[src/psc_pkg.sv]
// shared types, constants and command struct of the path / obstacle segment collision core
// no dependencies
package psc_pkg;

  localparam int MAX_SEGMENTS = 64;
  localparam int COORD_BITS   = 16;

  localparam int IDX_W   = $clog2(MAX_SEGMENTS);
  localparam int CNT_W   = $clog2(MAX_SEGMENTS + 1);
  localparam int DIFF_W  = COORD_BITS + 1;
  localparam int PROD_W  = 2 * DIFF_W;
  localparam int CROSS_W = PROD_W + 1;
  localparam int SEG_W   = 4 * COORD_BITS;

  // segment test stages after the table read: differences, products, orientations, hit
  localparam int PIPE_DEPTH = 4;
  localparam int DRAIN_W    = $clog2(PIPE_DEPTH);

  localparam int CFG_W  = 7;
  localparam int SLOT_W = 6;
  localparam int HIT_W  = 6;

  localparam logic FUNC_LOAD  = 1'b0;
  localparam logic FUNC_QUERY = 1'b1;

  typedef enum logic [1:0] {
    OR_COLLINEAR = 2'd0,
    OR_CW        = 2'd1,
    OR_CCW       = 2'd2
  } orient_e;

  typedef struct packed {
    logic signed [COORD_BITS-1:0] x;
    logic signed [COORD_BITS-1:0] y;
  } point_t;

  typedef struct packed {
    point_t a;
    point_t b;
  } seg_t;

  typedef struct packed {
    logic                     func;
    logic [SLOT_W-1:0]        slot;
    logic signed [15:0]       point_a_x;
    logic signed [15:0]       point_a_y;
    logic signed [15:0]       point_b_x;
    logic signed [15:0]       point_b_y;
  } in_item_t;

  typedef struct packed {
    logic             collision;
    logic [HIT_W-1:0] hit_index;
  } out_item_t;

  typedef struct packed {
    logic             start;     // clear hit tracker, latch query path
    logic             store;     // write the incoming segment into the table
    logic             issue;     // read one table entry into the test pipeline
    logic [IDX_W-1:0] raddr;
    logic             load_out;  // capture the result into the output register
  } psc_cmd_t;

endpackage

[src/psc_ctrl.sv]
// controller: transaction handshakes, segment count register, scan sequencer
// depends on psc_pkg
module psc_ctrl (
  input  logic                      clk_i,
  input  logic                      rst_ni,
  input  logic                      cfg_we_i,
  input  logic [psc_pkg::CFG_W-1:0] cfg_wdata_i,
  input  logic                      in_valid_i,
  input  logic                      in_func_i,
  output logic                      in_stall_o,
  output logic                      out_valid_o,
  input  logic                      out_stall_i,
  output psc_pkg::psc_cmd_t         cmd_o
);

  typedef enum logic [3:0] {
    ST_IDLE   = 4'b0001,
    ST_RUN    = 4'b0010,
    ST_DRAIN  = 4'b0100,
    ST_FINISH = 4'b1000
  } state_e;

  state_e                       state_q, state_d;
  logic [psc_pkg::CFG_W-1:0]    seg_count_q;
  logic [psc_pkg::CNT_W-1:0]    n_q, n_d;
  logic [psc_pkg::CNT_W-1:0]    cnt_q, cnt_d;
  logic [psc_pkg::DRAIN_W-1:0]  drain_q, drain_d;
  logic                         out_valid_q, out_valid_d;
  logic                         accept;
  logic                         out_free;
  logic [psc_pkg::CNT_W-1:0]    n_lim;

  assign accept   = in_valid_i && (state_q == ST_IDLE);
  assign out_free = !out_valid_q || !out_stall_i;

  always_comb begin
    if (int'(seg_count_q) > psc_pkg::MAX_SEGMENTS) begin
      n_lim = psc_pkg::CNT_W'(psc_pkg::MAX_SEGMENTS);
    end else begin
      n_lim = psc_pkg::CNT_W'(seg_count_q);
    end
  end

  always_comb begin
    state_d     = state_q;
    n_d         = n_q;
    cnt_d       = cnt_q;
    drain_d     = drain_q;
    out_valid_d = out_valid_q && out_stall_i;
    cmd_o       = '0;
    cmd_o.raddr = cnt_q[psc_pkg::IDX_W-1:0];
    case (state_q)
      ST_IDLE: begin
        if (accept) begin
          cmd_o.start = 1'b1;
          cmd_o.store = (in_func_i == psc_pkg::FUNC_LOAD);
          n_d         = n_lim;
          cnt_d       = '0;
          if (in_func_i == psc_pkg::FUNC_QUERY && n_lim != '0) begin
            state_d = ST_RUN;
          end else begin
            state_d = ST_FINISH;
          end
        end
      end
      ST_RUN: begin
        cmd_o.issue = 1'b1;
        cnt_d       = cnt_q + 1'b1;
        if (cnt_q + 1'b1 == n_q) begin
          drain_d = '0;
          state_d = ST_DRAIN;
        end
      end
      ST_DRAIN: begin
        drain_d = drain_q + 1'b1;
        if (drain_q == psc_pkg::DRAIN_W'(psc_pkg::PIPE_DEPTH - 1)) begin
          state_d = ST_FINISH;
        end
      end
      ST_FINISH: begin
        if (out_free) begin
          cmd_o.load_out = 1'b1;
          out_valid_d    = 1'b1;
          state_d        = ST_IDLE;
        end
      end
      default: begin
        state_d = ST_IDLE;
      end
    endcase
  end

  always_ff @(posedge clk_i or negedge rst_ni) begin
    if (!rst_ni) begin
      state_q     <= ST_IDLE;
      seg_count_q <= '0;
      n_q         <= '0;
      cnt_q       <= '0;
      drain_q     <= '0;
      out_valid_q <= 1'b0;
    end else begin
      state_q     <= state_d;
      n_q         <= n_d;
      cnt_q       <= cnt_d;
      drain_q     <= drain_d;
      out_valid_q <= out_valid_d;
      if (cfg_we_i) begin
        seg_count_q <= cfg_wdata_i;
      end
    end
  end

  assign in_stall_o  = (state_q != ST_IDLE);
  assign out_valid_o = out_valid_q;

`ifndef SYNTHESIS
  a_load_skips_scan: assert property (@(posedge clk_i) disable iff (!rst_ni)
    (accept && in_func_i == psc_pkg::FUNC_LOAD) |=> (state_q == ST_FINISH))
    else $error("load transaction did not go straight to result");

  a_scan_in_range: assert property (@(posedge clk_i) disable iff (!rst_ni)
    (state_q == ST_RUN) |-> (cnt_q < n_q && n_q != '0))
    else $error("scan index beyond segment count");

  a_result_after_finish: assert property (@(posedge clk_i) disable iff (!rst_ni)
    $rose(out_valid_q) |-> ($past(state_q) == ST_FINISH))
    else $error("result raised outside finish state");

  a_finish_after_drain: assert property (@(posedge clk_i) disable iff (!rst_ni)
    (state_q == ST_FINISH && $past(state_q) == ST_RUN) |-> 1'b0)
    else $error("finish entered before pipeline drained");
`endif

endmodule

[config.mk]
export PLATFORM = sky130hd
export DESIGN_NAME = psc_ctrl
export DESIGN_NICKNAME = d
export VERILOG_FILES = /design/src/psc_pkg.sv /design/src/psc_ctrl.sv
export SDC_FILE = /design/constraint.sdc
export NUM_CORES = 1
export LEC_CHECK = 0
export BUFFER_PORTS_ARGS = -buffer_cell sky130_fd_sc_hd__buf_2
export CELL_PAD_IN_SITES_DETAIL_PLACEMENT = 1
export CELL_PAD_IN_SITES_GLOBAL_PLACEMENT = 2
export CORE_UTILIZATION = 32
export DETAILED_ROUTE_END_ITERATION = 6
export HOLD_SLACK_MARGIN = 0.1
export PLACE_DENSITY_LB_ADDON = 0.25
export RECOVER_POWER = 100
export SLEW_MARGIN = 25
export SYNTH_ARGS = -nofsm -noshare
export SYNTH_HDL_FRONTEND = slang
export SYNTH_SLANG_ARGS = --single-unit
[constraint.sdc]
create_clock -name clk_i -period 1.6 [get_ports clk_i]
set_input_delay 0.08 -clock clk_i [delete_from_list [all_inputs] [get_ports clk_i]]
set_output_delay 0.08 -clock clk_i [all_outputs]
set_load 0.02 [all_outputs]
---- Word-level counts from Yosys, hierarchy flattened ----
Cells that the tools add are included.
storage, ports and cells
  RAM bits ................................ 0
  bits in latches ......................... 0
  flip-flop bits (word level) ............. 28
  memories kept ........................... 0
  output and inout bits ................... 12
  word-level logic and storage cells ...... 52
  bits in read-only memories .............. 0
operators by class
  bitwise logic cells ..................... 1
  multiply operators ...................... 0
  eq/ne operators ......................... 11
  magnitude comparators ................... 1
  muxes and demuxes ....................... 18
  shift operators ......................... 0
  divide/modulo/power cells ............... 0
  reductions and logical operators ........ 13
  add/sub/neg operators ................... 2
operators with widths
  cell                                                  count
  2-to-1 mux 4 bit                                      5
  one-hot mux 4 bit (4 select lines)                    1
  2-to-1 mux 7 bit                                      2
  one-hot mux 7 bit (2 select lines)                    1
  != test 2 bit, second input constant                  4
  adder 7 x 1 -> 7 bit, second input constant           1
  == test 7 bit                                         1
  greater-than comparator 7 bit, second input constant  1
  nonzero test 7 bit                                    1
  2-to-1 mux 2 bit                                      3
  AND reduction 2 bit                                   3
  2-to-1 mux 1 bit                                      5
  == test 4 x 1 -> 1 bit, second input constant         1
  == test 4 x 2 -> 1 bit, second input constant         1
  == test 4 x 3 -> 1 bit, second input constant         1
  == test 4 bit, second input constant                  1
  != test 4 x 1 -> 1 bit, second input constant         1
  one-hot mux 2 bit (2 select lines)                    1
  AND reduction 4 bit                                   1
  nonzero test 2 bit                                    2
  logical AND 1 bit                                     3
  adder 2 x 1 -> 2 bit, second input constant           1
  == test 2 bit, second input constant                  1
  zero test 1 bit                                       2
  other kinds (2)                                       2

---- Longest topological paths before layout ----
Gate-level depths: netlist of run 1.
  depth after elaboration ................. 7
  mapped depth ............................ 5
  mapped depth without buffers ............ 5

---- Worst setup path after synthesis of run 1 ----
OpenSTA, ideal clock, no wires.
  path type ............................... register -> output
  from .................................... reg state_q[0]
  to ...................................... out cmd_o[8] in the netlist's numbering
  path buffers ............................ 1
  data arrival time ....................... 1.571 ns
  cell stages (with the launch flop) ...... 5
  data required time ...................... 1.520 ns
  path slack .............................. -0.051 ns
  path through ............................ dfstp_2 > nor4b_1 > nand2_1 > buf_2 > nor2_1
RTL lines
  item                    RTL line         text
  from (decl)             psc_ctrl.sv:23   state_e state_q, state_d;
  from (signal assigned)  psc_ctrl.sv:102  state_q <= state_d;
  to (decl)               psc_ctrl.sv:13   output psc_pkg::psc_cmd_t cmd_o

==> results of run 1 <==
[per-layer routing]
metal / GRT usage (%) / up-vias / routed length (um)
met5: 0 / - / 0
met4: 3.33 / 0 / 25
met3: 3.05 / 4 / 143
met2: 28.5 / 30 / 1840
met1: 21.3 / 578 / 1770
li1: - / 600 / -
[final cells by class]
cell class	instances	area [um^2]
fillers	496	2210
multi-input cells	97	828
flip-flops and latches	28	708
repair buffers	63	499
well taps	52	65.1
clock buffers	4	55.1
inverters	4	17.5
[power by group through the flow]
stage	Combinational [W]	Sequential, W	Clock [W]
after CTS	0.00103	0.00102	0.000460
after global placement	0.000851	0.00102	0
final	0.00128	0.00103	0.000454
after detailed placement	0.000865	0.00102	0
after floorplan	0.000580	0.000999	0
after global routing	0.00139	0.00106	0.000497
[cell usage after synthesis, types with 2 or more instances]
cell      count  area share (%)
a21oi_1       4             1.4
a31oi_1       2            0.85
buf_4         6             3.1
dfrtp_1      27              46
ha_1          2             1.7
inv_1         3            0.77
mux2_2        8             6.1
nand2_1      18             4.6
nand2b_1      6             2.6
nand3_1       3             1.0
nor2_1        4             1.0
nor3_1        2            0.68
nor4_1        2            0.85
o21ai_0      17             5.8
o41ai_1       2             1.2
xnor2_1       5             3.0
xor2_1        6             3.6
[critical path: cells and delay by family, from the launching register on]
| kind | cells | cell delay, ns |
|---|---|---|
| flops | 1 | 0.45 |
| simple gates | 1 | 0.54 |
| buf+inv | 3 | 0.31 |
[metrics by stage]
step | instance area (um^2) | utilization (%) | hold slack, ns | setup WS [ns]
after global placement | 1730 | 39.5 | 0.145 | -0.204
after CTS | 2010 | 45.8 | 0.170 | -0.0464
after floorplan | 1470 | - | -0.216 | 0.00861
after detailed placement | 1730 | 39.5 | 0.144 | -0.158
final | 2170 | 49.6 | 0.148 | -0.0529
after global routing | 2170 | 49.6 | 0.172 | -0.0965
[cells by family after synthesis]
| logic type | Yosys count | synth area share, % |
|---|---|---|
| DFF | 28 | 47.8 |
| AOI/OAI and AO/OA | 31 | 13.7 |
| adders and majority gates | 2 | 1.70 |
| xor gates and xnor gates | 12 | 8.10 |
| muxes | 9 | 6.82 |
| buffers and inverters | 13 | 5.45 |
| and+or+nand+nor | 43 | 16.4 |
[worst max-delay path by stage]
stage                           from         end  slack [ns]  cells after the start
after floorplan             cnt_q[0]  drain_q[0]       0.009                      5
after global placement    state_q[0]    cnt_q[5]       -0.20                      5
after detailed placement  state_q[0]    cnt_q[5]       -0.16                      5
after CTS                 state_q[3]    cmd_o[7]       -0.05                      4
after global routing      state_q[2]    cmd_o[0]        -0.1                      3
final                     state_q[3]    cmd_o[7]       -0.05                      4
[repair_timing]
action | CTS | global route
hold buffers | 9 | 0
endpoints found under the hold margin | 35 | 0
pin swaps | 4 | 6
resized for setup | 24 | 29
setup endpoints to repair | 15 | 15
gates cloned | 0 | 1
setup buffers | 6 | 4
[flip-flops by register name (all words and copies together), names as in the netlist]
signal and cells:
drain_q 2, out_valid_o 1, state_q 4, seg_count_q 7
cnt_q 7, n_q 7
==> qor.csv, run 1 <==
stage;metric;value;unit
outcome;status;finished, violations left;
outcome;failed_checks;setup timing;
pwr;power.total;0.00276;W
pwr;power.density;1270;mW/mm^2
global_routing;grt_remaining_overflow;0;
sta;tightest_slew;0.757;ns
setup_path;r2r-start;state_q[3];
global_routing;grt_max_degree;29;
min_path;hp-start;in_valid_i;
layout;fin_nets;212;
detailed_routing;ant_nets;0;
sta;drv_slew;0;
global_routing;grt_pass1_wl;6.27;mm
synth;syn_area;0.00147;mm^2
detailed_routing;drtIter0Drc;29;
floorplan;coreArea;0.00438;mm^2
floorplan;initial_core_util;33.5;%
synth;avgSynthCellArea;10.6;um^2
synth;synth_top_flop_cell;dfrtp_1;
min_path;hold_class;in2reg;
setup_path;arrival;1.57;ns
sta;rsz0062_at_grt;yes;
floorplan;die_w;69.7;um
setup_path;path_cells;or4b_4 > inv_2 > buf_6 > buf_6;
cts;cts_tree;yes;
setup_path;crit_type;reg2out;
min_path;hold-path-endpoint;cnt_q[4];
detailed_routing;first_pass_iters;4;
cts;htreeDepth;1;
setup_path;cpMostUsedCell;buf_6;
floorplan;dieArea;0.00486;mm^2
pwr;power.share.sequential;37.2;%
layout;drive_gt1_share;51.0;%
floorplan;io_pins;25;
synth;synth_warnings;0;
sta;skew;0.00519;ns
pwr;pwr-share-clk;16.4;%
placement;gp_congestion;0.811;
detailed_routing;vias;1212;
sta;min_period_over_period;103;%
detailed_routing;routed_wl;3.77;mm
layout;final_cell_mix;buf_4, dfrtp_1, buf_2;
global_routing;antenna_found_initial;0;
synth;synth_edf_count;0;
cts;clock_sinks;28;
sta;setup_viol;2;
pwr;p_sw_share;35.8;%
setup_path;r2r_end;cnt_q[5];
setup_path;cp-end-kind;primary output;
synth;synth_cell_type_count;38;
setup_path;rr_worst_depth;5;
detailed_routing;vias_per_cell;4.89;
setup_path;r2r_slack;0.02;ns
sta;tns;-0.0806;ns
detailed_routing;drcViolationCount;0;
cts;numCtsBuffers;3;
setup_path;cp_slowest_cell;or4b_4;
global_routing;grt_use_total;16.4;%
setup_path;path_max_fanout;4;
setup_path;crit_required;1.52;ns
cts;clk_pin_slew;0.10;ns
setup_path;cpPeakStageDelay;0.54;ns
min_path;hold_depth;4;
layout;fin_cells;248;
layout;layout_commonest_cell;buf_4;
sta;fin_ws;-0.0529;ns
pwr;p_int;0.00177;W
synth;synth-seq-area-share;47.8;%
setup_path;start_kind;flip-flop;
sta;hold_viol_final;0;
global_routing;grt_pass1_vias;1311;
synth;synthCells;138;
sta;slew_headroom;49.5;%
layout;area_delta_synth_final;48.1;%
layout;antenna_cells;0;
pwr;pwr-share-comb;46.4;%
synth;ys_seq_elements;28;
sta;max_freq;0.605;GHz
placement;hpwl;2.58;mm
placement;port_buffers;24;
cts;clock_latency;0.28;ns
floorplan;rows;24;
synth;synth_nets;153;
job;maxCapViolCount;0;
sta;period_needed;1.65;ns
cts;clock_path_buffers;2;
detailed_routing;avgRoutedWirePerCell;15.2;um
pwr;irDropWorstVdd;0.000688;V
floorplan;die_h;69.7;um
pwr;p_leak;0.993;nW
cts;cts-root-buf;clkbuf_8;
synth;async_flop_share;100;%
pwr;p_switching;0.000987;W
placement;placedCellCount;224;
No activity file was read; power rests on OpenSTA's default activity.
==> run 2: changes to the inputs <==
- SETUP_SLACK_MARGIN: unset -> 0.05
==> qor.csv, run 2 (synthesis gave the netlist of run 1 again) <==
stage;metric;value;unit
cts;clk_pin_slew;0.10;ns
sta;whs;0.164;ns
layout;layout_commonest_cell;dfrtp_1;
pwr;irDropWorstVdd;0.000367;V
setup_path;cpMostUsedCell;buf_6;
global_routing;grt_remaining_overflow;0;
sta;period_needed;1.64;ns
detailed_routing;avgRoutedWirePerCell;15.4;um
sta;skew;0.00468;ns
sta;slew_headroom;51.0;%
setup_path;worstSetupPathDepth;4;
placement;gp_congestion;0.794;
cts;cts_tree;yes;
setup_path;path_cells;or4b_4 > inv_4 > buf_6 > buf_6;
cts;clock_sinks;28;
global_routing;grt_pass1_vias;1296;
layout;drive_gt1_share;45.6;%
layout;fin_nets;211;
detailed_routing;vias_per_cell;5.06;
sta;rsz0062_at_grt;yes;
floorplan;coreArea;0.00438;mm^2
min_path;hold_depth;2;
global_routing;grt_max_degree;29;
detailed_routing;ant_nets;0;
min_path;hold_class;in2reg;
cts;clock_path_buffers;2;
outcome;status;finished, violations left;
floorplan;dieArea;0.00486;mm^2
cts;cts-root-buf;clkbuf_8;
layout;final_cell_mix;dfrtp_1, buf_4, nand2_1;
setup_path;cpPeakStageDelay;0.53;ns
setup_path;rr_worst_depth;5;
detailed_routing;first_pass_iters;4;
placement;pre_cts_slack;-0.103;ns
job;maxCapViolCount;0;
detailed_routing;drcViolationCount;0;
setup_path;cp_top_family;simple AND/OR/NAND/NOR gates;
setup_path;path_max_fanout;4;
sta;fin_ws;-0.0388;ns
floorplan;rows;24;
placement;port_buffers;24;
setup_path;cp_slowest_cell;or4b_4;
global_routing;antenna_found_initial;0;
global_routing;grt_use_total;16.4;%
sta;hold_viol_final;0;
setup_path;critPathBufInv;3;
layout;utilization;48.5;%
layout;area_delta_synth_final;44.8;%
sta;min_period_over_period;102;%
placement;hpwl;2.50;mm
sta;drv_slew;0;
pwr;p_leak;0.971;nW
sta;setup_viol;3;
layout;antenna_cells;0;
setup_path;crit_required;1.52;ns
cts;clock_latency;0.28;ns
setup_path;crit_type;reg2out;
setup_path;start_kind;flip-flop;
floorplan;die_w;69.7;um
outcome;failed_checks;setup timing;
detailed_routing;drtIter0Drc;54;
floorplan;io_pins;25;
cts;numCtsBuffers;3;
layout;nFillCells;489;
layout;top_regs;cnt_q: 7 flops, n_q: 7 flops, seg_count_q: 7 flops;
sta;tns;-0.0458;ns
setup_path;cp-end-kind;primary output;
floorplan;initial_core_util;33.5;%
setup_path;arrival;1.56;ns
detailed_routing;routed_wl;3.81;mm
sta;max_freq;0.610;GHz
cts;htreeDepth;1;
detailed_routing;vias;1251;
floorplan;die_h;69.7;um
pwr;power.density;1250;mW/mm^2
sta;tightest_slew;0.735;ns
global_routing;grt_pass1_wl;6.20;mm
## run 2: layout make-up
cell class                      count  area [um^2]  area share [%]
Clock buffer                        4         45.0            2.12
Sequential cell                    28          706            33.2
Inverter                            4         20.0           0.942
Timing Repair Buffer               62          480            22.6
Tap cell                           52         65.1            3.06
Multi-Input combinational cell     97          810            38.1
## run 2: what timing repair did
| action | 4_1_cts | 5_1_grt |
|---|---|---|
| pin swaps | 6 | 7 |
| hold buffers | 9 | 0 |
| gates resized for setup | 26 | 26 |
| gates cloned | 0 | 1 |
| buffers inserted | 8 | 1 |
| endpoints found under the setup margin | 16 | 17 |
| endpoints found under the hold margin | 35 | 0 |
## run 2: worst paths after layout
path | endpoint | slack [ns] | start
max in group asynchronous | cnt_q[1] | 0.70 | rst_ni
min in group asynchronous | out_valid_o | 0.38 | rst_ni
worst min register to register | n_q[2] | 0.50 | n_q[2]
worst min-delay path | seg_count_q[0] | 0.16 | cfg_we_i
worst max register to register | drain_q[0] | -0.01 | cnt_q[0]
worst max-delay path | cmd_o[7] | -0.04 | state_q[2]
## run 2: report_power, final
part	switching [W]	internal, W
combinational	0.000599	0.000620
sequential	0.000145	0.000875
clock	0.000229	0.000179
total	0.000973	0.00167
## run 2: routing by layer
metal	vias up	GRT usage [%]	share of wire [%]	routed length (um)
met2	26	28.8	52	1980
met5	-	0	0	0
li1	599	-	-	-
met4	0	6.67	1.7	63
met1	622	20.4	44	1660
met3	4	2.03	3.0	113
## run 2: through the flow
stage                     area (um^2)  power [W]  instances
after floorplan                  1480    0.00158        138
after global placement           1740    0.00185        224
after detailed placement         1740    0.00187        224
after CTS                        2030    0.00249        245
after global routing             2130    0.00283        247
final                            2130    0.00265        247
==> run 3: changes to the inputs <==
- SKIP_CTS_REPAIR_TIMING: unset -> 1
==> qor.csv, run 3 (synthesis gave the netlist of run 1 again) <==
stage;metric;value;unit
outcome;status;finished, violations left;
outcome;failed_checks;setup timing;
cts;clock_latency;0.28;ns
layout;drive_gt1_share;40.5;%
global_routing;grt.met3_usage;2.33;%
placement;pre_cts_slack;-0.103;ns
detailed_routing;ant_nets;0;
setup_path;cp-end-kind;primary output;
placement;hpwl;2.50;mm
layout;fin_cells;247;
sta;setup_viol;6;
detailed_routing;routed_wl;3.52;mm
setup_path;r2r-start;cnt_q[0];
global_routing;grt_pass1_wl;5.61;mm
pwr;p_leak;0.955;nW
min_path;hold-path-endpoint;seg_count_q[0];
floorplan;io_pins;25;
layout;top_regs;cnt_q: 7 flops, n_q: 7 flops, seg_count_q: 7 flops;
detailed_routing;first_pass_iters;3;
cts;cts_tree;yes;
detailed_routing;vias_per_cell;4.93;
floorplan;coreArea;0.00438;mm^2
min_path;hold_depth;2;
sta;max_freq;0.594;GHz
global_routing;antenna_found_initial;0;
detailed_routing;vias;1218;
global_routing;grt_use_total;14.8;%
floorplan;die_w;69.7;um
detailed_routing;avgRoutedWirePerCell;14.2;um
cts;htreeDepth;1;
placement;gp_congestion;0.794;
min_path;hp-start;cfg_we_i;
detailed_routing;drtIter0Drc;37;
setup_path;cpPeakStageDelay;0.58;ns
min_path;hold_class;in2reg;
floorplan;initial_core_util;33.5;%
setup_path;arrival;1.60;ns
sta;drv_slew;0;
pwr;power.density;1220;mW/mm^2
layout;final_cell_mix;dfrtp_1, buf_4, nand2_1;
layout;fin_nets;211;
layout;layout_commonest_cell;dfrtp_1;
cts;numCtsBuffers;3;
sta;period_needed;1.68;ns
cts;clk_pin_slew;0.10;ns
sta;min_period_over_period;105;%
cts;clock_path_buffers;2;
sta;skew;0.00346;ns
sta;fin_ws;-0.0826;ns
global_routing;grt_pass1_vias;1176;
pwr;irDropWorstVdd;0.000408;V
layout;area_delta_synth_final;40.1;%
layout;nFillCells;495;
floorplan;die_h;69.7;um
setup_path;rr_worst_depth;5;
detailed_routing;drcViolationCount;0;
layout;antenna_cells;0;
layout;utilization;46.9;%
cts;clock_sinks;28;
global_routing;grt_remaining_overflow;0;
setup_path;crit_required;1.52;ns
setup_path;crit_type;reg2out;
setup_path;cpMostUsedCell;buf_6;
setup_path;path_cells;or4b_4 > inv_4 > buf_6 > buf_6;
setup_path;r2r_end;drain_q[0];
global_routing;grt-busiest-layer;met2;
floorplan;rows;24;
global_routing;grtUsageMet2;24.9;%
sta;slew_headroom;50.3;%
setup_path;path_max_fanout;6;
setup_path;start_kind;flip-flop;
setup_path;r2r_slack;-0.05;ns
floorplan;dieArea;0.00486;mm^2
sta;tightest_slew;0.746;ns
placement;port_buffers;24;
setup_path;cp_slowest_cell;or4b_4;
sta;hold_viol_final;0;
sta;rsz0062_at_grt;yes;
cts;cts-root-buf;clkbuf_8;
global_routing;grt_max_degree;29;
placement;placedCellCount;224;
job;maxCapViolCount;0;
global_routing;use_met1;18.4;%
## run 3: cell types whose count changed in the layout (fill, tap and decap cells not counted), moves of 2 or more
| cell | delta |
|---|---|
| buf_4 | +2 |
| o21ai_2 | -2 |
| nand3_1 | +2 |
| o21ai_0 | +8 |
| dfrtp_1 | +2 |
| o21ai_1 | -6 |
| dfrtp_2 | -2 |
## run 3: worst max path at each step
stage	start	end	slack, ns
6_report	state_q[3]	cmd_o[7]	-0.08
5_1_grt	state_q[3]	cmd_o[0]	-0.15
4_1_cts	state_q[0]	cmd_o[9]	-0.28
3_5_place_dp	state_q[2]	cnt_q[5]	-0.10
3_3_place_gp	state_q[0]	cnt_q[5]	-0.11
2_1_floorplan	cnt_q[0]	state_q[2]	0.03
## run 3: routing by layer
metal	up-vias	share of wire, %
li1	596	-
met1	594	44
met2	24	51
met3	4	3.4
met4	0	1.8
met5	-	0
## run 3: final cells by class
class	instances	area [um^2]	share of cell area (%)
Multi-Input combinational cell	97	759	36.9
Sequential cell	28	703	34.2
Timing Repair Buffer	62	463	22.5
Tap cell	52	65.1	3.16
Clock buffer	4	45.0	2.19
Inverter	4	20.0	0.974
## run 3: stage by stage
stage / area (um^2) / power, W / setup TNS, ns / hold slack [ns]
floorplan: 1480 / 0.00158 / 0 / -0.216
global placement: 1740 / 0.00185 / -0.196 / 0.139
detailed placement: 1740 / 0.00187 / -0.272 / 0.160
CTS: 1790 / 0.00229 / -1.39 / -0.155
global route: 2060 / 0.00271 / -1.22 / 0.172
finish: 2060 / 0.00252 / -0.264 / 0.166
## run 3: worst max-delay path: cells and delay by family, from the launching register on
kind | cells | cell delay (ns)
buf+inv | 3 | 0.31
simple gates | 1 | 0.58
flops | 1 | 0.43
## run 3: power by group
group | internal (W) | leakage (nW) | switching, W
combinational | 0.000565 | 0.572 | 0.000522
clock | 0.000179 | 0.0228 | 0.000227
sequential | 0.000874 | 0.360 | 0.000151
total | 0.00162 | 0.955 | 0.000900
